File: src/rtl/pba_cell.sv
`timescale 1ns / 1ps
// ----------------------------------------------------------------------------
// pba_cell
// One list entry: block start offset and used mark, loaded from the
// neighbouring cell whenever the chain advances.
// ----------------------------------------------------------------------------
module pba_cell #(
    parameter int SW = 12
) (
    input  logic          clk,
    input  logic          rst_n,
    input  logic          advance,
    input  logic [SW-1:0] start_d,
    input  logic          used_d,
    output logic [SW-1:0] start_q,
    output logic          used_q
);

    logic [SW-1:0] start_reg;
    logic          used_reg;

    always_ff @(posedge clk or negedge rst_n)
    begin
        if (!rst_n)
        begin
            start_reg <= '0;
            used_reg  <= 1'b0;
        end
        else if (advance)
        begin
            start_reg <= start_d;
            used_reg  <= used_d;
        end
    end

    assign start_q = start_reg;
    assign used_q  = used_reg;

endmodule

File: config.mk
export PLATFORM = sky130hd
export DESIGN_NAME = pba_cell
export DESIGN_NICKNAME = d
export VERILOG_FILES = /design/src/rtl/pba_cell.sv
export SDC_FILE = /design/constraint.sdc
export NUM_CORES = 1
export LEC_CHECK = 0
export BUFFER_PORTS_ARGS = -buffer_cell sky130_fd_sc_hd__buf_4
export CORE_MARGIN = 4
export CORE_UTILIZATION = 40
export DETAILED_ROUTE_END_ITERATION = 12
export GPL_ROUTABILITY_DRIVEN = 0
export PLACE_DENSITY_LB_ADDON = 0.1
export SLEW_MARGIN = 20
export SYNTH_ARGS = -nofsm -noshare
export SYNTH_HDL_FRONTEND = slang
export SYNTH_SLANG_ARGS = --single-unit
export TNS_END_PERCENT = 20
File: constraint.sdc
create_clock -name clk -period 1.1 [get_ports clk]
set_clock_uncertainty 0.05 [all_clocks]
set_input_delay 0.33 -clock clk [delete_from_list [all_inputs] [get_ports clk]]
set_output_delay 0.33 -clock clk [all_outputs]
set_load 0.005 [all_outputs]
After elaboration in Yosys (flattened, before gate mapping)
Cells that the tools add are included.
{"block": "classes", "n_addsub": 0, "mux": 0, "div_mod_pow": 0, "bitwise": 0, "n_shift": 0, "mul": 0, "eq_ne": 0, "order_cmp": 0, "n_reduce_logical": 0}
{"block": "totals", "romBits": 0, "output_inout_bits": 13, "in_bits": 16, "mem_bits_rw": 0, "mem_count": 0, "reg_bits": 13, "latch_bits": 0, "elab_cells": 2}

Logic depth before layout (Yosys ltp)
{"block": "logic_depth", "ltp_word": 0, "mapped_depth": 2, "mapped_depth_nobuf": 1}

Least setup slack after synthesis
OpenSTA, ideal clock, no wires.
{"block": "synth_path", "path_kind": "input-to-reg", "startpoint": "input port advance", "endpoint": "register start_reg[0], in the netlist start_q[0]", "n_path_buf": 1, "setup_slack_ps": 158, "cell_stages": 2, "setup_ps": 125, "t_arrival_ps": 767, "cell_sequence": "buf_6 mux2_4"}
{"element": "start: declaration", "line": "12", "text": "input logic advance,"}
{"element": "end signal: assignment", "line": "31", "text": "start_reg <= start_d;"}
{"element": "end: declaration", "line": "19", "text": "logic [SW-1:0] start_reg;"}
No word-level cell between the ends.

Worst setup path after layout
{"block": "layout_path", "startpoint": "register start_reg[10], in the netlist start_q[10]", "endpoint": "output port start_q[10]"}
{"element": "end: declaration", "line": "15", "text": "output logic [SW-1:0] start_q,"}
No word-level cell between the ends.

==> results.md <==
- Outcome: finished, violations left
- Failing checks: negative setup slack
- R2R Setup Slk: around 0.15 ns
- CP max stage delay: 0.40 ns
- Hold slack: approximately 0.24 ns
- Worst slew pin tran: between 0.2 and 0.25 ns
- R2R depth: 2
- Initial Util: 0.4444
- CTS tree: done
- Crit-path max FO: 2
- Critical R2R Launch: start_q[4]$_DFFE_PN0P_
- Worst r2r dst: start_q[4]$_DFFE_PN0P_
- Global-route wire length before repair: approximately 1.8 mm
- Hold Fails Final Rpt: 0
- Post-Place Setup Slack: -0.01474 ns
- Synth Register Bits: 13
- Gate Count Post-Synth: 27
- Total GRT Usage: 0.1336
- DR vias/cell: 4.493
- Reg clk slew, reported paths: roughly 0.07 ns
- WHS Path Cells: 2
- CP Data Arrival Time: roughly 0.79 ns
- Fin crit share: 1.065
- Crit path max-delay family: flip-flops
- Yosys warns: 0
- Pins Over Slew Limit: 0
- Fmax: roughly 850 MHz
- Crit-path cells: buf_6
- DRC errors left: 0
- Buf/Inv on CP: 1
- Post-layout power: approximately 0.0011 W
- Leak Pwr: about 0.43 nW
- Yosys top cell by area: dfrtp_1
- Vias post-DR: ~340
- CP Capture Type: output port
- Worst endpoint required time: 0.72 ns
- Worst VDD drop: 0.8232 mV
- Top FF cell, synth: dfrtp_1
- Rows: 12
- Post-synth cell types: 4
- Mean Syn Cell Area: approximately 19 µm²
- FF+latch area: roughly 330 µm²
- Final cell count without fillers: 75
- Routed len/inst: between 10 and 15 µm
- Setup violators final: 13
- Max clock buf depth: 2
- Area growth syn-to-layout: 60.82%
- Layout Nets: between 70 and 80
- Hold crit path type: input pin to register
- Top-count cell post-synth: dfrtp_1
- P per Cell Area: around 1300 nW/µm²
- Fill cells: 78
- Grt ovf: 0
- Fin util: 0.7147
- TritonRoute pass-1 iters: 3
- Post-synth EDFFs: 0
- # IOs: 29
- Post-route ant nets: 0
- Hold wc startpoint: start_d[6]
- H-tree depth: 1
- Top cells by area, synth: dfrtp_1, mux2_4, mux2_2
- Diode count: 0
- Die span in x: ~44 µm
- Mapped Area: about 520 µm²
- Placed insts: a little under 70
- Clock sink count: 13
- DRT iter0 DRCs: 1
- Yosys top cell area share: 0.6250
- Ys async rst share: 1.000
- Initial antenna violation count: 0
- DIE AREA: around 1900 µm²
- Maximum Capacitance Violations: 0
- PnR worst setup slack: -0.07147 ns
- RSZ-0062 raised after global routing: true
- Final wirelength: between 1 and 1.5 mm
- Pin count of the biggest net entering global routing: 14
- Slowest CP cell: dfrtp_1
- Slew headroom: 0.8498
- Root Driver: clkbuf_4
- Area of the core: ~1200 µm²
- Vias in the first global route: between 300 and 400
- WHS Endpoint: start_q[6]$_DFFE_PN0P_
- Share of cells above drive strength 1: 0.7541
- Synth top cells by count: dfrtp_1, mux2_4, mux2_2, buf_6
- Multi-input logic area: 183.9 µm²
- Total CTS buffers: 3
- Worst setup path class: register to output port
- Port bufs: 28
- Syn nets: 43
- Clock latency on the worst-skew pair: 0.27 ns
- Die height: roughly 44 µm
- Crit start category: register
- Seq/Total Area, Yosys: 0.6250
- Post-layout min period: about 1.2 ns
-- placed cells by master, fill, tap and decap left out --
cell / Yosys / layout
mux2_4: 10 / 10
clkbuf_4: 0 / 3
clkbuf_1: 0 / 1
dlygate4sd3_1: 0 / 1
mux2_2: 3 / 3
buf_6: 1 / 13
dfrtp_1: 13 / 13
buf_4: 0 / 17
-- kinds of logic (layout without fill, tap and decap cells) --
family | count (synthesis) | count (layout) | synth area share
muxes | 13 | 13 | 0.3534
DFF | 13 | 13 | 0.6250
buffers and inverters | 1 | 35 | 0.02163
-- what timing repair did --
item | CTS | global route
hold buffers | 1 | 0
gates cloned | 0 | 0
resized for setup | 13 | 0
setup buffers | 1 | 1
setup endpoints to repair | 13 | 13
hold endpoints to repair | 13 | 0
-- final cells by class --
class	count	area share
timing repair buffer	31	0.3393
tap	14	0.02093
sequential	13	0.3886
clock buffer	4	0.03139
multi-input combinational	13	0.2197
-- metrics by stage --
step                instance area, µm²  setup TNS (ns)
CTS                              829.5         -0.9397
floorplan                        520.5               0
global placement                 737.0               0
global route                     837.1          -1.232
detailed placement               737.0        -0.02198
finish                           837.1         -0.8001
-- flip-flops by register name (all words and copies together), names as in the netlist --
name,count
start_q,12
used_q,1
-- how the worst max path moves through the flow --
stage | start | endpoint | slack [ns] | depth (start not counted)
floorplan | advance | start_q[0]$_DFFE_PN0P_ | 0.16 | 2
global placement | advance | start_q[11]$_DFFE_PN0P_ | 0.03 | 2
detailed placement | advance | used_q$_DFFE_PN0P_ | -0.01 | 2
CTS | start_q[10]$_DFFE_PN0P_ | start_q[10] | -0.08 | 1
global route | start_q[5]$_DFFE_PN0P_ | start_q[5] | -0.11 | 1
finish | start_q[10]$_DFFE_PN0P_ | start_q[10] | -0.07 | 1
-- report_power, final --
part	leakage [nW]	total, W	internal (W)	switching, W
Sequential	0.152	0.000562	0.000526	0.0000358
Clock	0.0150	0.000280	0.000140	0.000140
Combinational	0.258	0.000260	0.000192	0.0000675
Total	0.425	0.00110	0.000858	0.000243
-- layer usage --
metal,wire length (µm),global-route usage,vias up
li1,-,-,162
met1,409,0.1667,163
met2,627,0.1977,12
met3,70,0.04065,0
met4,0,0.09036,0
met5,0,0,-
No activity file was read; power rests on OpenSTA's default activity.
