$ cat src/rtl/pba_pkg.sv
`timescale 1ns / 1ps
// ----------------------------------------------------------------------------
// pba_pkg
// Transaction types, status codes and sequencer states for the pool block
// allocator.
// ----------------------------------------------------------------------------
package pba_pkg;

    localparam logic ACT_ALLOC = 1'b0;
    localparam logic ACT_FREE  = 1'b1;

    typedef enum logic [1:0] {
        STATUS_OK      = 2'd0,
        STATUS_ERROR   = 2'd1,
        STATUS_CLEARED = 2'd2
    } status_t;

    typedef struct packed {
        logic        action;
        logic [11:0] request_length;
        logic [10:0] free_offset;
        logic        clear_on_failure;
    } req_t;

    typedef struct packed {
        logic [10:0] data_offset;
        status_t     status;
    } rsp_t;

    typedef enum logic [1:0] {
        ST_IDLE,
        ST_SCAN,
        ST_WRITE,
        ST_DONE
    } state_t;

endpackage

$ cat src/rtl/pba_ctrl.sv
`timescale 1ns / 1ps
// ----------------------------------------------------------------------------
// pba_ctrl
// Sequencer: scans the rotating entry chain once to gather the decision,
// then rotates it once more while rewriting entries on their way round.
// ----------------------------------------------------------------------------
module pba_ctrl #(
    parameter int POOL_BYTES   = 2048,
    parameter int HEADER_BYTES = 7,
    parameter int MAX_BLOCKS   = 512,
    parameter int SW           = 12,
    parameter int IW           = 9
) (
    input  logic            clk,
    input  logic            rst_n,
    input  logic            req_valid,
    output logic            req_ready,
    input  pba_pkg::req_t   req,
    output logic            rsp_valid,
    input  logic            rsp_ready,
    output pba_pkg::rsp_t   rsp,
    output logic            advance,
    input  logic [SW-1:0]   head_start,
    input  logic            head_used,
    input  logic [SW-1:0]   next_start,
    input  logic            next_used,
    output logic [SW-1:0]   wrap_start,
    output logic            wrap_used
);

    localparam int AW = ((SW > 12) ? SW : 12) + 2;
    localparam logic [AW-1:0] HDR  = AW'(HEADER_BYTES);
    localparam logic [AW-1:0] POOL = AW'(POOL_BYTES);
    localparam logic [IW+1:0] NBLK = (IW+2)'(MAX_BLOCKS);
    localparam logic [IW-1:0] LAST = IW'(MAX_BLOCKS - 1);

    pba_pkg::state_t state_reg, state_next;
    logic [IW-1:0]   idx_reg;
    logic [IW-1:0]   count_reg;
    pba_pkg::req_t   item_reg;
    pba_pkg::rsp_t   res_reg, res_next;
    pba_pkg::rsp_t   rsp_reg;
    logic            rsp_valid_reg;

    // scan results
    logic [SW-1:0]   tail_reg;
    logic            fit_found_reg;
    logic [IW-1:0]   fit_idx_reg;
    logic [AW-1:0]   fit_data_reg;
    logic            hit_found_reg;
    logic [IW-1:0]   hit_idx_reg;
    logic            hit_prev_used_reg;
    logic            hit_next_used_reg;
    logic [IW-1:0]   hit_trim_reg;
    logic [IW-1:0]   last_used1_reg;
    logic            prev_used_reg;

    // edit plan for the rewrite pass
    logic            set_en_reg, set_en_next;
    logic            clr_en_reg, clr_en_next;
    logic [IW-1:0]   op_idx_reg, op_idx_next;
    logic            drop_en_reg, drop_en_next;
    logic [IW-1:0]   drop_idx_reg, drop_idx_next;
    logic            app_en_reg, app_en_next;
    logic [SW-1:0]   app_start_reg, app_start_next;
    logic            wipe_en_reg, wipe_en_next;
    logic [IW-1:0]   new_count_reg, new_count_next;

    logic            accept;
    logic            load_rsp;
    logic            pass_end;
    logic            real_entry;
    logic [AW-1:0]   head_w, next_w, head_data, len_w, where_w, tail_w;
    logic            append_ok;
    logic            shift_src;
    logic [IW:0]     app_pos;

    assign head_w    = AW'(head_start);
    assign next_w    = AW'(next_start);
    assign head_data = head_w + HDR;
    assign len_w     = AW'(item_reg.request_length);
    assign where_w   = AW'(item_reg.free_offset);
    assign tail_w    = AW'(tail_reg);
    assign real_entry = idx_reg < count_reg;
    assign pass_end  = idx_reg == LAST;

    // next state
    always_comb
    begin
        state_next = state_reg;
        unique case (state_reg)
            pba_pkg::ST_IDLE:  if (req_valid) state_next = pba_pkg::ST_SCAN;
            pba_pkg::ST_SCAN:  if (pass_end) state_next = pba_pkg::ST_WRITE;
            pba_pkg::ST_WRITE: if (pass_end) state_next = pba_pkg::ST_DONE;
            pba_pkg::ST_DONE:  if (!rsp_valid_reg || rsp_ready) state_next = pba_pkg::ST_IDLE;
            default:           state_next = pba_pkg::ST_IDLE;
        endcase
    end

    // outputs
    always_comb
    begin
        req_ready = 1'b0;
        advance   = 1'b0;
        load_rsp  = 1'b0;
        unique case (state_reg)
            pba_pkg::ST_IDLE:  req_ready = 1'b1;
            pba_pkg::ST_SCAN:  advance   = 1'b1;
            pba_pkg::ST_WRITE: advance   = 1'b1;
            pba_pkg::ST_DONE:  load_rsp  = !rsp_valid_reg || rsp_ready;
            default:           req_ready = 1'b0;
        endcase
    end

    assign accept = req_ready && req_valid;

    // decision, taken from the finished scan
    always_comb
    begin
        append_ok = (tail_w + HDR + HDR + len_w <= POOL) &&
                    ((IW+2)'(count_reg) + (IW+2)'(2) <= NBLK);
        set_en_next    = 1'b0;
        clr_en_next    = 1'b0;
        op_idx_next    = '0;
        drop_en_next   = 1'b0;
        drop_idx_next  = '0;
        app_en_next    = 1'b0;
        app_start_next = SW'(tail_w + HDR + len_w);
        wipe_en_next   = 1'b0;
        new_count_next = count_reg;
        res_next.data_offset = '0;
        res_next.status      = pba_pkg::STATUS_OK;
        if (item_reg.action == pba_pkg::ACT_ALLOC)
        begin
            if (append_ok)
            begin
                set_en_next    = 1'b1;
                op_idx_next    = count_reg;
                app_en_next    = 1'b1;
                new_count_next = count_reg + IW'(1);
                res_next.data_offset = 11'(tail_w + HDR);
            end
            else if (fit_found_reg)
            begin
                set_en_next = 1'b1;
                op_idx_next = fit_idx_reg;
                res_next.data_offset = 11'(fit_data_reg);
            end
            else
            begin
                res_next.status = pba_pkg::STATUS_ERROR;
            end
        end
        else if (!hit_found_reg)
        begin
            res_next.status = pba_pkg::STATUS_ERROR;
        end
        else if ((IW+1)'(hit_idx_reg) + (IW+1)'(1) == (IW+1)'(count_reg))
        begin
            new_count_next = hit_trim_reg;
        end
        else
        begin
            clr_en_next = 1'b1;
            op_idx_next = hit_idx_reg;
            if (hit_idx_reg != '0 && !hit_prev_used_reg)
            begin
                drop_en_next   = 1'b1;
                drop_idx_next  = hit_idx_reg;
                new_count_next = count_reg - IW'(1);
            end
            else if (!hit_next_used_reg)
            begin
                // next entry is real here, as the freed block is not the last
                drop_en_next   = 1'b1;
                drop_idx_next  = hit_idx_reg + IW'(1);
                new_count_next = count_reg - IW'(1);
            end
        end
        if (res_next.status == pba_pkg::STATUS_ERROR)
        begin
            set_en_next  = 1'b0;
            clr_en_next  = 1'b0;
            drop_en_next = 1'b0;
            app_en_next  = 1'b0;
            new_count_next = count_reg;
            if (item_reg.clear_on_failure)
            begin
                wipe_en_next    = 1'b1;
                new_count_next  = '0;
                res_next.status = pba_pkg::STATUS_CLEARED;
            end
        end
    end

    // entry written back at the end of the chain
    assign app_pos   = (IW+1)'(count_reg) + (IW+1)'(1);
    assign shift_src = (state_reg == pba_pkg::ST_WRITE) && drop_en_reg &&
                       (idx_reg >= drop_idx_reg);
    always_comb
    begin
        wrap_start = shift_src ? next_start : head_start;
        wrap_used  = shift_src ? next_used  : head_used;
        if (state_reg == pba_pkg::ST_WRITE)
        begin
            if (set_en_reg && idx_reg == op_idx_reg)
                wrap_used = 1'b1;
            // a freed entry that is dropped hands its slot to its successor
            if (clr_en_reg && idx_reg == op_idx_reg && !shift_src)
                wrap_used = 1'b0;
            if (idx_reg >= new_count_reg)
                wrap_used = 1'b0;
            if (app_en_reg && (IW+1)'(idx_reg) == app_pos)
                wrap_start = app_start_reg;
            if (wipe_en_reg && idx_reg == '0)
                wrap_start = '0;
        end
    end

    always_ff @(posedge clk or negedge rst_n)
    begin
        if (!rst_n)
        begin
            state_reg     <= pba_pkg::ST_IDLE;
            idx_reg       <= '0;
            count_reg     <= '0;
            rsp_valid_reg <= 1'b0;
        end
        else
        begin
            state_reg <= state_next;
            if (advance)
                idx_reg <= pass_end ? '0 : idx_reg + IW'(1);
            if (state_reg == pba_pkg::ST_WRITE && pass_end)
                count_reg <= new_count_reg;
            if (load_rsp)
                rsp_valid_reg <= 1'b1;
            else if (rsp_ready)
                rsp_valid_reg <= 1'b0;
        end
    end

    always_ff @(posedge clk)
    begin
        if (accept)
        begin
            item_reg       <= req;
            fit_found_reg  <= 1'b0;
            hit_found_reg  <= 1'b0;
            last_used1_reg <= '0;
            prev_used_reg  <= 1'b0;
        end
        if (state_reg == pba_pkg::ST_SCAN)
        begin
            if (idx_reg == count_reg)
                tail_reg <= head_start;
            if (real_entry && !head_used && !fit_found_reg &&
                next_w >= head_data + len_w)
            begin
                fit_found_reg <= 1'b1;
                fit_idx_reg   <= idx_reg;
                fit_data_reg  <= head_data;
            end
            if (real_entry && !hit_found_reg && head_data == where_w)
            begin
                hit_found_reg     <= 1'b1;
                hit_idx_reg       <= idx_reg;
                hit_prev_used_reg <= prev_used_reg;
                hit_next_used_reg <= next_used;
                hit_trim_reg      <= last_used1_reg;
            end
            if (real_entry && head_used)
                last_used1_reg <= idx_reg + IW'(1);
            prev_used_reg <= head_used;
            if (pass_end)
            begin
                set_en_reg    <= set_en_next;
                clr_en_reg    <= clr_en_next;
                op_idx_reg    <= op_idx_next;
                drop_en_reg   <= drop_en_next;
                drop_idx_reg  <= drop_idx_next;
                app_en_reg    <= app_en_next;
                app_start_reg <= app_start_next;
                wipe_en_reg   <= wipe_en_next;
                new_count_reg <= new_count_next;
                res_reg       <= res_next;
            end
        end
        if (load_rsp)
            rsp_reg <= res_reg;
    end

    assign rsp_valid = rsp_valid_reg;
    assign rsp       = rsp_reg;

endmodule
$ cat config.mk
export PLATFORM = sky130hd
export DESIGN_NAME = pba_ctrl
export DESIGN_NICKNAME = d
export VERILOG_FILES = /design/src/rtl/pba_pkg.sv /design/src/rtl/pba_ctrl.sv
export SDC_FILE = /design/constraint.sdc
export NUM_CORES = 1
export LEC_CHECK = 0
export BUFFER_PORTS_ARGS = -buffer_cell sky130_fd_sc_hd__clkbuf_2
export CAP_MARGIN = 20
export CORE_ASPECT_RATIO = 0.8
export CORE_UTILIZATION = 35
export CTS_CLUSTER_SIZE = 12
export DETAILED_ROUTE_END_ITERATION = 10
export PLACE_DENSITY = 0.54
export SETUP_SLACK_MARGIN = 0.15
export SLEW_MARGIN = 20
export SYNTH_ARGS = -nofsm -noshare
export SYNTH_HDL_FRONTEND = slang
export SYNTH_SLANG_ARGS = --single-unit
$ cat constraint.sdc
create_clock -name clk -period 5.7 [get_ports clk]
set_input_delay 0.57 -clock clk [delete_from_list [all_inputs] [get_ports clk]]
set_output_delay 0.57 -clock clk [all_outputs]
set_load 0.005 [all_outputs]
# --- Word-level counts from Yosys, hierarchy flattened ---
# Cells that the tools add are included.
word_totals:
  register_bits: 180
  latch_bits: 0
  ram_bits: 0
  rom_bits: 0
  inputBits: 55
  out_inout_bits: 29
  wordCells: 167
  n_memories: 0
classes:
  n_addsub: 13
  mul: 0
  n_div: 0
  magnitude_cmp: 6
  eq_ne: 14
  shift: 0
  n_mux: 61
  bitwise: 2
  reduce_logical: 39
op_table:
  columns: ["op", "count"]
  rows:
  - ["2-to-1 mux 9 bit", 19]
  - ["2-to-1 mux 12 bit", 4]
  - ["2-to-1 mux 1 bit", 29]
  - ["adder 9 x 1 -> 9 bit, second input constant", 3]
  - ["adder 12 x 3 -> 13 bit, second input constant", 2]
  - ["2-to-1 mux 11 bit", 2]
  - ["adder 9 x 1 -> 10 bit, second input constant", 2]
  - ["equality test 9 bit", 2]
  - ["greater-or-equal comparator 9 bit", 2]
  - ["logical AND 1 bit", 17]
  - ["adder 13 x 12 -> 14 bit", 1]
  - ["adder 13 x 3 -> 14 bit, second input constant", 1]
  - ["adder 14 x 12 -> 14 bit", 1]
  - ["greater-or-equal comparator 12 x 14 -> 1 bit", 1]
  - ["<= comparator 14 x 12 -> 1 bit, second input constant", 1]
  - ["equality test 13 x 11 -> 1 bit", 1]
  - ["adder 12 bit", 1]
  - ["2-to-1 mux 2 bit", 6]
  - ["adder 9 x 2 -> 10 bit, second input constant", 1]
  - ["equality test 10 x 9 -> 1 bit", 1]
  - ["equality test 9 x 10 -> 1 bit", 1]
  - ["<= comparator 10 bit, second input constant", 1]
  - ["equality test 9 bit, second input constant", 1]
  - ["logical NOT 9 bit", 1]
  - ["17 further kinds", 34]

# --- Longest topological paths before layout ---
# Gate-level depths: netlist of the first run.
depth:
  word_depth: 9
  depth_mapped: 19
  depth_no_buf: 19

# --- Least setup slack after synthesis of the first run ---
# OpenSTA, ideal clock, no wires.
synth_timing:
  path_type: "register to register"
  startpoint: "register idx_reg[1]"
  endpoint: "register app_en_reg (enable)"
  setup_time_ns: 0.470
  t_arrival_ns: 3.971
  setup_slack_ns: 1.260
  stages_incl_launch_ff: 8
  cell_sequence: "dfrtp_1 -> ha_1 -> and3_1 -> and3_1 -> and3_1 -> ha_1 -> inv_1 -> nor2_1"
synth_between:
  elab_chain_cells: 2
synth_lines:
  columns: ["element", "line", "text"]
  rows:
  - ["start, declared", "pba_ctrl.sv:38", "logic [IW-1:0] idx_reg;"]
  - ["start signal, assigned", "pba_ctrl.sv:233", "idx_reg <= pass_end ? '0 : idx_reg + IW'(1);"]
  - ["equality test 9 bit", "pba_ctrl.sv:85", "assign pass_end = idx_reg == LAST;"]
  - ["AND reduction 2 bit (no line)", null, null]
  - ["end signal, assigned", "pba_ctrl.sv:282", "app_en_reg <= app_en_next;"]
  - ["end, declared", "pba_ctrl.sv:64", "logic app_en_reg, app_en_next;"]
# No other way between the ends.
# A chain may end at the register's enable or synchronous reset.

# --- Worst setup path after layout of the first run ---
layout_timing:
  startpoint: "register tail_reg[0]"
  endpoint: "register new_count_reg[0], data pin"
layout_between:
  elab_chain_cells: 9
  word_cells_on_any_way: 11
  cone_classes: "add/sub (3); order compare (1); eq/ne (1); mux (5); reduce/logical (1)"
layout_lines:
  columns: ["element", "line", "text"]
  rows:
  - ["start, declared", "pba_ctrl.sv:46", "logic [SW-1:0] tail_reg;"]
  - ["start signal, assigned", "pba_ctrl.sv:256", "tail_reg <= head_start;"]
  - ["adder 12 x 3 -> 13 bit (*)", null, null]
  - ["adder 13 x 3 -> 14 bit (*)", "pba_ctrl.sv:120", "append_ok = (tail_w + HDR + HDR + len_w <= POOL) &&"]
  - ["adder 14 x 12 -> 14 bit (*)", "pba_ctrl.sv:120", null]
  - ["<= comparator 14 x 12 -> 1 bit (*)", "pba_ctrl.sv:120", null]
  - ["logical AND 1 bit (*)", "pba_ctrl.sv:120", null]
  - ["2-to-1 mux 1 bit", "pba_ctrl.sv:135", "if (append_ok)"]
  - ["2-to-1 mux 1 bit", "pba_ctrl.sv:133", "if (item_reg.action == pba_pkg::ACT_ALLOC)"]
  - ["equality test 2 x 1 -> 1 bit", "pba_ctrl.sv:180", "if (res_next.status == pba_pkg::STATUS_ERROR)"]
  - ["2-to-1 mux 9 bit (*)", "pba_ctrl.sv:180", null]
  - ["via new_count_next[0]", "pba_ctrl.sv:67", "logic [IW-1:0] new_count_reg, new_count_next;"]
  - ["end signal, assigned", "pba_ctrl.sv:285", "new_count_reg <= new_count_next;"]
  - ["end, declared", "pba_ctrl.sv:67", null]
# The timed path passes the listed nets; every way through them passes the cells marked *.

==> results of run 1 <==
==> Yosys cell counts, drive strengths merged (11+ instances only) <==
| cell type | n | area, um2 |
|---|---|---|
| nor3 | 16 | 85.1 |
| a21o | 16 | 120 |
| clkbuf | 31 | 118 |
| nor4 | 14 | 93.8 |
| dfxtp | 11 | 220 |
| nand2b | 11 | 68.8 |
| inv | 75 | 282 |
| a211oi | 21 | 163 |
| dfrtp | 21 | 526 |
| and3 | 11 | 68.8 |
| mux2i | 36 | 360 |
| edfxtp | 147 | 4410 |
| ha | 96 | 1200 |
| xor2 | 30 | 263 |
| nor2 | 57 | 214 |
| nand3 | 40 | 200 |
| buf | 18 | 108 |
| nand2 | 86 | 325 |
| xnor2 | 69 | 604 |
| o21ai | 51 | 263 |
| a21oi | 54 | 270 |
==> power groups by stage <==
stage                     Clock (uW)  Sequential [uW]  Combinational (uW)
after floorplan                    0             1430                85.9
after global placement             0             1430                 141
after detailed placement           0             1430                 144
after CTS                       1210             1400                 144
after global routing            1250             1400                 162
final                           1190             1400                 144
==> final cells by class <==
cell class                 instances  area (um2)  area share [%]
clock buffer                      24         515            4.08
clock inverter                     8        65.1           0.515
inverter                          77         289            2.29
multi-input combinational        751        5580            44.2
sequential                       179        5160            40.9
tap                              420         526            4.16
timing repair buffer              94         498            3.94
==> per-stage QoR <==
step	utilization, %	setup slack [ns]	cells
final	40.1	0.688	1553
after global routing	40.1	0.341	1553
after CTS	40.1	0.778	1553
after detailed placement	38.3	0.772	1521
after global placement	38.3	0.889	1521
after floorplan	-	1.26	1056
==> cells by family after synthesis <==
family	Yosys count	synth area share, %
XOR/XNOR	99	7.72
buffers and inverters	126	4.58
adder cells (fa/ha/maj)	106	12.5
multiplexers	40	3.61
flip-flops	179	45.9
AND/OR/NAND/NOR	279	12.2
AO/OA/AOI/OAI	227	13.5
==> per-layer routing <==
metal / part of all wire (%) / GRT usage, % / vias to the layer above
met5: 0 / 0 / -
met4: 0.84 / 4.14 / 0
met3: 7.5 / 4.01 / 18
met2: 40 / 27.4 / 322
met1: 51 / 31.0 / 4026
li1: - / - / 3985
==> how the worst min path moves through the flow <==
stage | start | end | slack [ns] | cells past startpoint
3_5_place_dp | res_reg[3] | rsp[3] | 0.41 | 0
5_1_grt | rst_n | count_reg[4] | 0.18 | 1
3_3_place_gp | res_reg[4] | rsp[4] | 0.40 | 0
6_report | rst_n | count_reg[4] | 0.15 | 1
2_1_floorplan | rst_n | count_reg[0] | 0.27 | 0
4_1_cts | rst_n | count_reg[4] | 0.15 | 1
==> qor.yml, run 1 <==
outcome:
  status: "finished clean"
place:
  portBuffers: 83
  place_area_um2: 12000
  globalplace.congestion: 0.918
  hpwl_um: 23700
floorplan:
  die_height_um: 162
  die_area_um2: 32800
  die_x_um: 202
  core-area_um2: 31500
  pin_count: 84
  initial_utilization_pct: 35.7
  rows: 58
sta:
  worst_pin_slew_ns: 0.969
  clock_skew_ns: 0.0157
  slew_headroom_pct: 35.4
  fmax_ghz: 0.200
  rsz0062_at_grt: "no"
  fin_crit_ns: 5.01
  fin_hold_ws_ns: 0.151
  setup-violations-final: 0
  tns_ns: 0
  slew_viol_final: 0
  finalHoldViolCount: 0
  min_period_over_period_pct: 87.9
drt:
  antenna_left: 0
  routed_wl_um: 31900
  wl_per_cell_um: 20.5
  drc_errors: 0
  drt_iter0_markers: 990
  vias: 8351
  drtPass1Iterations: 5
  viasPerCell: 5.38
final_layout:
  finalInstanceArea_um2: 12600
  largest_register_ffs: 25
  drive_above_1_share_pct: 12.7
  final_cell_mix: "edfxtp_1 (147), ha_1 (96), nand2_1 (85)"
  n_antenna_cell: 0
  final_common_cell: "edfxtp_1"
  area_growth_pct: 12.4
  fill_cells: 3106
  nets: 1281
setup_path:
  crit_cells: 15
  r2r_slack_ns: 0.69
  critPathMaxFanout: 20
  cp-end-kind: "flop"
  reg2regPathDepth: 15
  worstPathArrival_ns: 5.20
  cpPeakStageDelay_ns: 0.70
  crit_type: "flop to flop"
  regToRegStartpoint: "tail_reg[0]"
  crit_path_start: "tail_reg[0]"
  r2r_end: "new_count_reg[0]"
  crit_required_ns: 5.89
  critPathBufInv: 1
  slowest_stage: "and2_1"
  crit_chain: "inv_1, ha_1, a21oi_1, nand3_1, xnor2_1, ha_1, fa_1, and2_1, a311oi_1, a31oi_2, mux2i_1, a21o_1, and2_1, o32ai_1, a221o_1"
  crit_path_end: "new_count_reg[0]"
  start_kind: "flop"
  crit_family: "compound AO/OA/AOI/OAI gates"
synthesis:
  synth_edf_count: 147
  avgSynthCellArea_um2: 10.6
  syn_nets: 1217
  synth.distinct_cells: 83
  yosys_warnings: 0
  synth_seq_cells: 179
  syn_inst: 1056
  async_flop_share_pct: 11.7
  ys_seq_area_share_pct: 45.9
  synth_ff_type: "edfxtp_1"
  synthesis.area_um2: 11200
clock_tree:
  cts_hold_buffers: 0
  cts-buffers-inserted: 17
  clk-insertion-delay-late_ns: 0.44
  clockBufferDepth: 2
  cts_resized: 0
  cts_htree_levels: 4
  root_buffer: "clkbuf_16"
  cts_sinks: 179
  postCtsSetupBuffers: 0
  cts_tree: "done"
  clkTransAtPathRegs_ns: 0.07
global_routing:
  antenna_found_initial: 0
  grt_pass1_wl_um: 48400
  grt.overflow.total: 0
  grt_max_degree: 26
  grt_util_all_layers_pct: 19.7
  grt_pass1_vias: 7890
power_and_ir_drop:
  power_switching_uw: 621
  swShare_pct: 22.7
  p_int_uw: 2110
  p_total_uw: 2730
  seqPwrFrac_pct: 51.3
  power_density_nw_per_um2: 217
  pwr-share-clk_pct: 43.4
  comb_power_share_pct: 5.3
  vdd_drop_max_v: 0.000194
  leakage_uw: 0.00519
flow_run:
  drv_cap: 0
hold_path:
  hold_class: "input port to async pin"
Note: power is estimated with default switching activity, not from simulation.
==> inputs of run 2 (changes only) <==
- CAP_MARGIN: 20 -> unset
- CORE_MARGIN: unset -> 2
- PLACE_DENSITY: 0.54 -> 0.56
- clock period: 5.7 -> 4.35 ns (I/O delays scaled with it)
==> qor.yml, run 2 (synthesized netlist as in run 1, its figures left out) <==
global_routing:
  grt_pass1_vias: 8045  # +2.0%
  grt_util_all_layers_pct: 19.9  # +0.13 points
  grt_pass1_wl_um: 49500  # +2.3%
  grt_max_degree: 57  # +120%
  antenna_found_initial: 0  # unchanged
  grt.overflow.total: 0  # unchanged
final_layout:
  multi_input_area_um2: 5770  # +3.5%
  fill_cells: 3055  # -1.6%
  largest_register_ffs: 25  # unchanged
  final_common_cell: "edfxtp_1"
  regArea_um2: 5160  # unchanged
  final_cell_count_no_fill: 1594  # +2.6%
  n_antenna_cell: 0  # unchanged
  nets: 1322  # +3.2%
  final_cell_mix: "edfxtp_1 (147), ha_1 (91), nand2_1 (85)"
  drive_above_1_share_pct: 18.7  # +5.9 points
  fin_util_pct: 41.7  # +1.6 points
  area_growth_pct: 16.9
sta:
  min_period_over_period_pct: 94.2
  tns_ns: 0  # unchanged
  slew_viol_final: 0  # unchanged
  final.setup.worst_slack_ns: 0.254  # -0.434 ns
  slew_headroom_pct: 35.1  # -0.33 points
  clock_skew_ns: 0.0128  # -0.00295 ns
  fin_crit_ns: 4.10
  finalHoldViolCount: 0  # unchanged
  setup-violations-final: 0  # unchanged
  fmax_ghz: 0.244
  worst_pin_slew_ns: 0.973  # +0.00390 ns
  fin_hold_ws_ns: 0.00384  # -0.147 ns
  rsz0062_at_grt: "no"
place:
  placedCellCount: 1556  # +2.3%
  hpwl_um: 24500  # +3.4%
  globalplace.congestion: 0.874  # -4.8%
  place_ws_ns: 0.0134  # -0.758 ns
  portBuffers: 83  # unchanged
setup_path:
  slowest_stage: "dfrtp_1"
  crit_chain: "ha_1, nand3_1, inv_1, nand3_1, xnor2_1, xor2_1, nand4_1, buf_4, nor2_1, a211oi_1, clkbuf_2"
  crit_required_ns: 3.91  # -1.98 ns
  cpPeakStageDelay_ns: 0.69  # about the same
  regToRegStartpoint: "tail_reg[0]"
  r2r_end: "new_count_reg[8]"
  cp-end-kind: "output pin"
  start_kind: "flop"
  crit_type: "flop to output pin"
  critPathMaxFanout: 24  # +20%
  cp_common_cell: "nand3_1"
  r2r_slack_ns: 0.29  # -0.40 ns
  worstPathArrival_ns: 3.66  # -1.54 ns
  reg2regPathDepth: 17  # +2
power_and_ir_drop:
  p_int_uw: 2740  # +30%
  pwr-share-clk_pct: 43.1  # -0.3 points
  power_switching_uw: 846  # +36%
  leakage_uw: 0.00542  # +4.5%
  power_density_nw_per_um2: 273  # +26%
  vdd_drop_max_v: 0.000268  # +38%
  comb_power_share_pct: 5.6  # +0.3 points
  swShare_pct: 23.6  # +0.90 points
  seqPwrFrac_pct: 51.3  # about the same
clock_tree:
  cts_tree: "done"
  cts_sinks: 179  # unchanged
  clkTransAtPathRegs_ns: 0.08  # about the same
  clockBufferDepth: 2  # unchanged
  cts_htree_levels: 4  # unchanged
  root_buffer: "clkbuf_16"
  cts-buffers-inserted: 17  # unchanged
  clk-insertion-delay-late_ns: 0.45  # about the same
floorplan:
  pin_count: 84  # unchanged
  initial_utilization_pct: 35.7  # unchanged
  die_height_um: 164  # +1.2%
  die_area_um2: 33600  # +2.2%
  rows: 58  # unchanged
  core-area_um2: 31500  # unchanged
  die_x_um: 204  # +0.99%
drt:
  drtPass1Iterations: 8  # +3
  vias: 8551  # +2.4%
  drt_iter0_markers: 978  # -1.2%
  antenna_left: 0  # unchanged
  wl_per_cell_um: 20.3  # -1.2%
  routed_wl_um: 32300  # +1.4%
  viasPerCell: 5.36  # -0.24%
  drc_errors: 0  # unchanged
hold_path:
  hold_class: "input port to async pin"
flow_run:
  drv_cap: 0  # unchanged
outcome:
  status: "finished clean"
run 2: cell count changes in the layout (fill, tap and decap cells not counted), sizes merged:
cell,previous run,this run
buf,11,52
bufinv,0,1
clkbuf,107,100
clkinv,6,8
clkinvlp,0,1
inv,79,82
run 2: metrics by stage:
stage	area (um2)	total power, uW
floorplan	11200	1990
global placement	12300	2070
detailed placement	12300	2080
CTS	12900	3620
global route	13100	3710
finish	13100	3580
run 2: per-layer routing:
| layer | routed length, um | GRT usage, % |
|---|---|---|
| met1 | 16500 | 31.5 |
| met5 | 0 | 0 |
| met2 | 12800 | 26.4 |
| met3 | 2690 | 4.88 |
| met4 | 395 | 4.55 |
run 2: worst max-delay path: cells and delay by family (launching register included):
family	cells	cell delay (ns)
and+or+nand+nor	4	0.57
xor gates and xnor gates	2	0.52
AOI/OAI and AO/OA	1	0.41
DFF	1	0.69
buffers and inverters	3	0.67
adders and majority gates	1	0.34
run 2: repair_timing:
| item | 4_1_cts | 5_1_grt |
|---|---|---|
| buffers inserted | 1 | 5 |
| resized for setup | 10 | 29 |
| setup endpoints to repair | 10 | 30 |
| pin swaps | 6 | 12 |
| endpoints found under the hold margin | 0 | 0 |
| hold buffers | 0 | 0 |
run 2: final cells by class:
type	instances	share of cell area (%)
clock buffers	17	3.24
clock inverters	15	1.10
inverters	77	2.20
multi-input cells	751	43.9
flip-flops and latches	179	39.3
well taps	420	4.00
repair buffers	135	6.23
run 2: power groups by stage:
stage / clock, uW / combinational [uW] / sequential (uW)
detailed placement: 0 / 202 / 1880
finish: 1540 / 202 / 1840
global route: 1650 / 225 / 1840
CTS: 1580 / 203 / 1840
global placement: 0 / 198 / 1880
floorplan: 0 / 113 / 1880
run 2: how the worst max path moves through the flow:
stage	start	to	slack (ns)
after global routing	tail_reg[0]	new_count_reg[8]	0.10
after CTS	tail_reg[2]	new_count_reg[8]	0.12
after floorplan	tail_reg[0]	new_count_reg[8]	0.26
final	count_reg[0]	wrap_start[11]	0.25
after detailed placement	tail_reg[0]	new_count_reg[8]	0.01
after global placement	tail_reg[0]	new_count_reg[7]	0.12
==> inputs of run 3 (changes only) <==
- ABC_AREA: unset -> 1
- CTS_BUF_LIST: unset -> sky130_fd_sc_hd__clkbuf_4
==> qor.yml, run 3 <==
synthesis:
  synthesis.area_um2: 12000  # +6.7%
  syn_inst: 1434  # +36%
  synth_common_cells: "nand2_1 (326), inv_1 (176), edfxtp_1 (147)"
  avgSynthCellArea_um2: 8.36  # -21%
  syn_nets: 1595  # +31%
  yosys-top-cells-area: "edfxtp_1 (37%), nand2_1 (10%), ha_1 (10%)"
  synth.distinct_cells: 47  # -43%
  synth_top_area_cell: "edfxtp_1"
  synth_edf_count: 147  # unchanged
  yosysMostFrequentCell: "nand2_1"
  ys_seq_area_share_pct: 43.0  # -2.9 points
  synth_ff_type: "edfxtp_1"
  synth_top_area_share_pct: 36.8  # -2.5 points
  synth_seq_cells: 179  # unchanged
  async_flop_share_pct: 11.7  # unchanged
  yosys_warnings: 0  # unchanged
final_layout:
  largest_register_ffs: 25  # unchanged
  fill_cells: 3384  # +11%
  regArea_um2: 5160  # about the same
  drive_above_1_share_pct: 13.0  # -5.7 points
  final_cell_mix: "nand2_1 (323), inv_1 (173), edfxtp_1 (147)"
  multi_input_area_um2: 6040  # +4.7%
  nets: 1722  # +30%
  final_common_cell: "nand2_1"
  area_growth_pct: 14.4
  finalInstanceArea_um2: 13700  # +4.4%
setup_path:
  cp-end-kind: "output pin"
  r2r_end: "new_count_reg[2]"
  crit_type: "flop to output pin"
  crit_required_ns: 3.91  # about the same
  crit_family: "buffers and inverters"
  cpPeakStageDelay_ns: 0.52  # -0.17 ns
  start_kind: "flop"
  worstPathArrival_ns: 3.63  # -0.03 ns
  critPathBufInv: 3  # unchanged
  critPathMaxFanout: 22  # -8.3%
  reg2regPathDepth: 24  # +7
  r2r_slack_ns: 0.34  # +0.05 ns
  crit_chain: "inv_1, ha_1, nand4_1, nor2_1, nand2_1, o2111ai_1, nand2_1, buf_4, nand3_1, nand3_1, o21ai_0, clkbuf_2"
  regToRegStartpoint: "tail_reg[0]"
  slowest_stage: "dfrtp_1"
sta:
  slew_headroom_pct: 27.8  # -7.3 points
  fmax_ghz: 0.246  # +0.86%
  finalHoldViolCount: 0  # unchanged
  rsz0062_at_grt: "no"
  fin_hold_ws_ns: 0.0454  # +0.0416 ns
  tns_ns: 0  # unchanged
  clock_skew_ns: 0.0345  # +0.0217 ns
  setup-violations-final: 0  # unchanged
  worst_pin_slew_ns: 1.08  # +0.109 ns
  min_period_over_period_pct: 93.4  # -0.80 points
  slew_viol_final: 0  # unchanged
  fin_crit_ns: 4.06  # -0.0348 ns
global_routing:
  antenna_found_initial: 2  # +2
  grt.overflow.total: 0  # unchanged
  grt_util_all_layers_pct: 22.0  # +2.2 points
  grt_pass1_wl_um: 58800  # +19%
  grt_pass1_vias: 9972  # +24%
  grt_max_degree: 34  # -40%
clock_tree:
  clkTransAtPathRegs_ns: 0.16  # +0.08 ns
  cts_sinks: 179  # unchanged
  cts_htree_levels: 4  # unchanged
  root_buffer: "clkbuf_4"
  clk-insertion-delay-late_ns: 0.63  # +0.18 ns
  cts-buffers-inserted: 17  # unchanged
  clockBufferDepth: 2  # unchanged
  cts_tree: "done"
drt:
  drc_errors: 0  # unchanged
  viasPerCell: 5.31  # -0.97%
  antenna_left: 0  # unchanged
  routed_wl_um: 38900  # +20%
  drt_iter0_markers: 1080  # +10%
  wl_per_cell_um: 19.4  # -4.5%
  drtPass1Iterations: 5  # -3
  vias: 10700  # +25%
floorplan:
  die_x_um: 211  # +3.3%
  die_height_um: 170  # +3.2%
  die_area_um2: 35800  # +6.6%
  core-area_um2: 33700  # +7.0%
  initial_utilization_pct: 35.6  # -0.092 points
  pin_count: 84  # unchanged
  rows: 60  # +3.4%
flow_run:
  drv_cap: 0  # unchanged
hold_path:
  min_to: "item_reg[19]"
  hold_class: "input port to flop"
  hold_start: "req[19]"
  whs_path_depth: 1
place:
  portBuffers: 83  # unchanged
  place_area_um2: 13000  # +5.8%
  hpwl_um: 30000  # +22%
  globalplace.congestion: 1.00  # +15%
power_and_ir_drop:
  vdd_drop_max_v: 0.000305  # +14%
  power_density_nw_per_um2: 444  # +63%
  leakage_uw: 0.00615  # +13%
outcome:
  status: "finished clean"
==> run 3: kinds of logic after synthesis <==
logic type	Yosys count	synth area share, %
and+or+nand+nor	657	23.6
buffers and inverters	219	7.23
AOI/OAI and AO/OA	204	9.37
DFF	179	43.0
adders and majority gates	106	11.7
xor gates and xnor gates	66	4.82
muxes	3	0.282
==> run 3: layer usage <==
layer  part of all wire [%]  global-route usage (%)  vias to the layer above
li1                       -                       -                     5095
met1                     48                    33.3                     5090
met2                     41                    31.2                      454
met3                     10                    5.51                       34
met4                    1.3                    5.08                        0
met5                      0                       0                        -
==> run 3: area by class of cell <==
| cell class | instances | share of cell area (%) |
|---|---|---|
| Multi-Input combinational cell | 1036 | 44.1 |
| Clock buffer | 17 | 0.930 |
| Clock inverter | 15 | 1.24 |
| Antenna cell | 1 | 0.0182 |
| Sequential cell | 179 | 37.6 |
| Timing Repair Buffer | 144 | 7.08 |
| Inverter | 183 | 5.05 |
| Tap cell | 434 | 3.96 |
==> run 3: worst max-delay path by stage <==
stage,startpoint,endpoint,slack [ns],cells past startpoint
2_1_floorplan,head_start[0],fit_data_reg[0],0.22,21
3_3_place_gp,head_start[1],fit_idx_reg[5],0.22,23
3_5_place_dp,head_start[1],fit_idx_reg[5],0.16,23
4_1_cts,tail_reg[0],op_idx_reg[2],0.15,23
5_1_grt,tail_reg[0],new_count_reg[2],0.14,25
6_report,idx_reg[0],wrap_used,0.29,12
==> run 3: worst register-to-register path: cells and delay by family, from the launching register on <==
kind	cells	cell delay [ns]
DFF	1	0.41
buffers and inverters	4	0.53
adders and majority gates	3	1.02
AOI/OAI and AO/OA	1	0.24
xor gates and xnor gates	1	0.14
and+or+nand+nor	15	1.40
==> run 3: report_power, final <==
group          total, uW  leakage [uW]  switching, uW  internal, uW
logic               2720       0.00432           1750           978
clock network       1040      0.000164            677           361
registers           2330       0.00167            213          2120
total               6090       0.00615           2640          3460
==> run 3: through the flow <==
| stage | setup slack, ns | utilization, % | total power (uW) | std cells |
|---|---|---|---|---|
| 2_1_floorplan | 0.216 | - | 4040 | 1434 |
| 5_1_grt | 0.135 | 40.7 | 6500 | 2009 |
| 6_report | 0.289 | 40.7 | 6090 | 2009 |
| 3_5_place_dp | 0.162 | 38.7 | 4910 | 1946 |
| 4_1_cts | 0.155 | 40.3 | 5970 | 2001 |
| 3_3_place_gp | 0.216 | 38.7 | 4870 | 1946 |
==> run 3: what timing repair did <==
item	CTS	global route
endpoints found under the hold margin	43	0
endpoints found under the setup margin	2	41
setup buffers	0	7
pin swaps	1	13
hold buffers	23	0
resized for setup	1	31
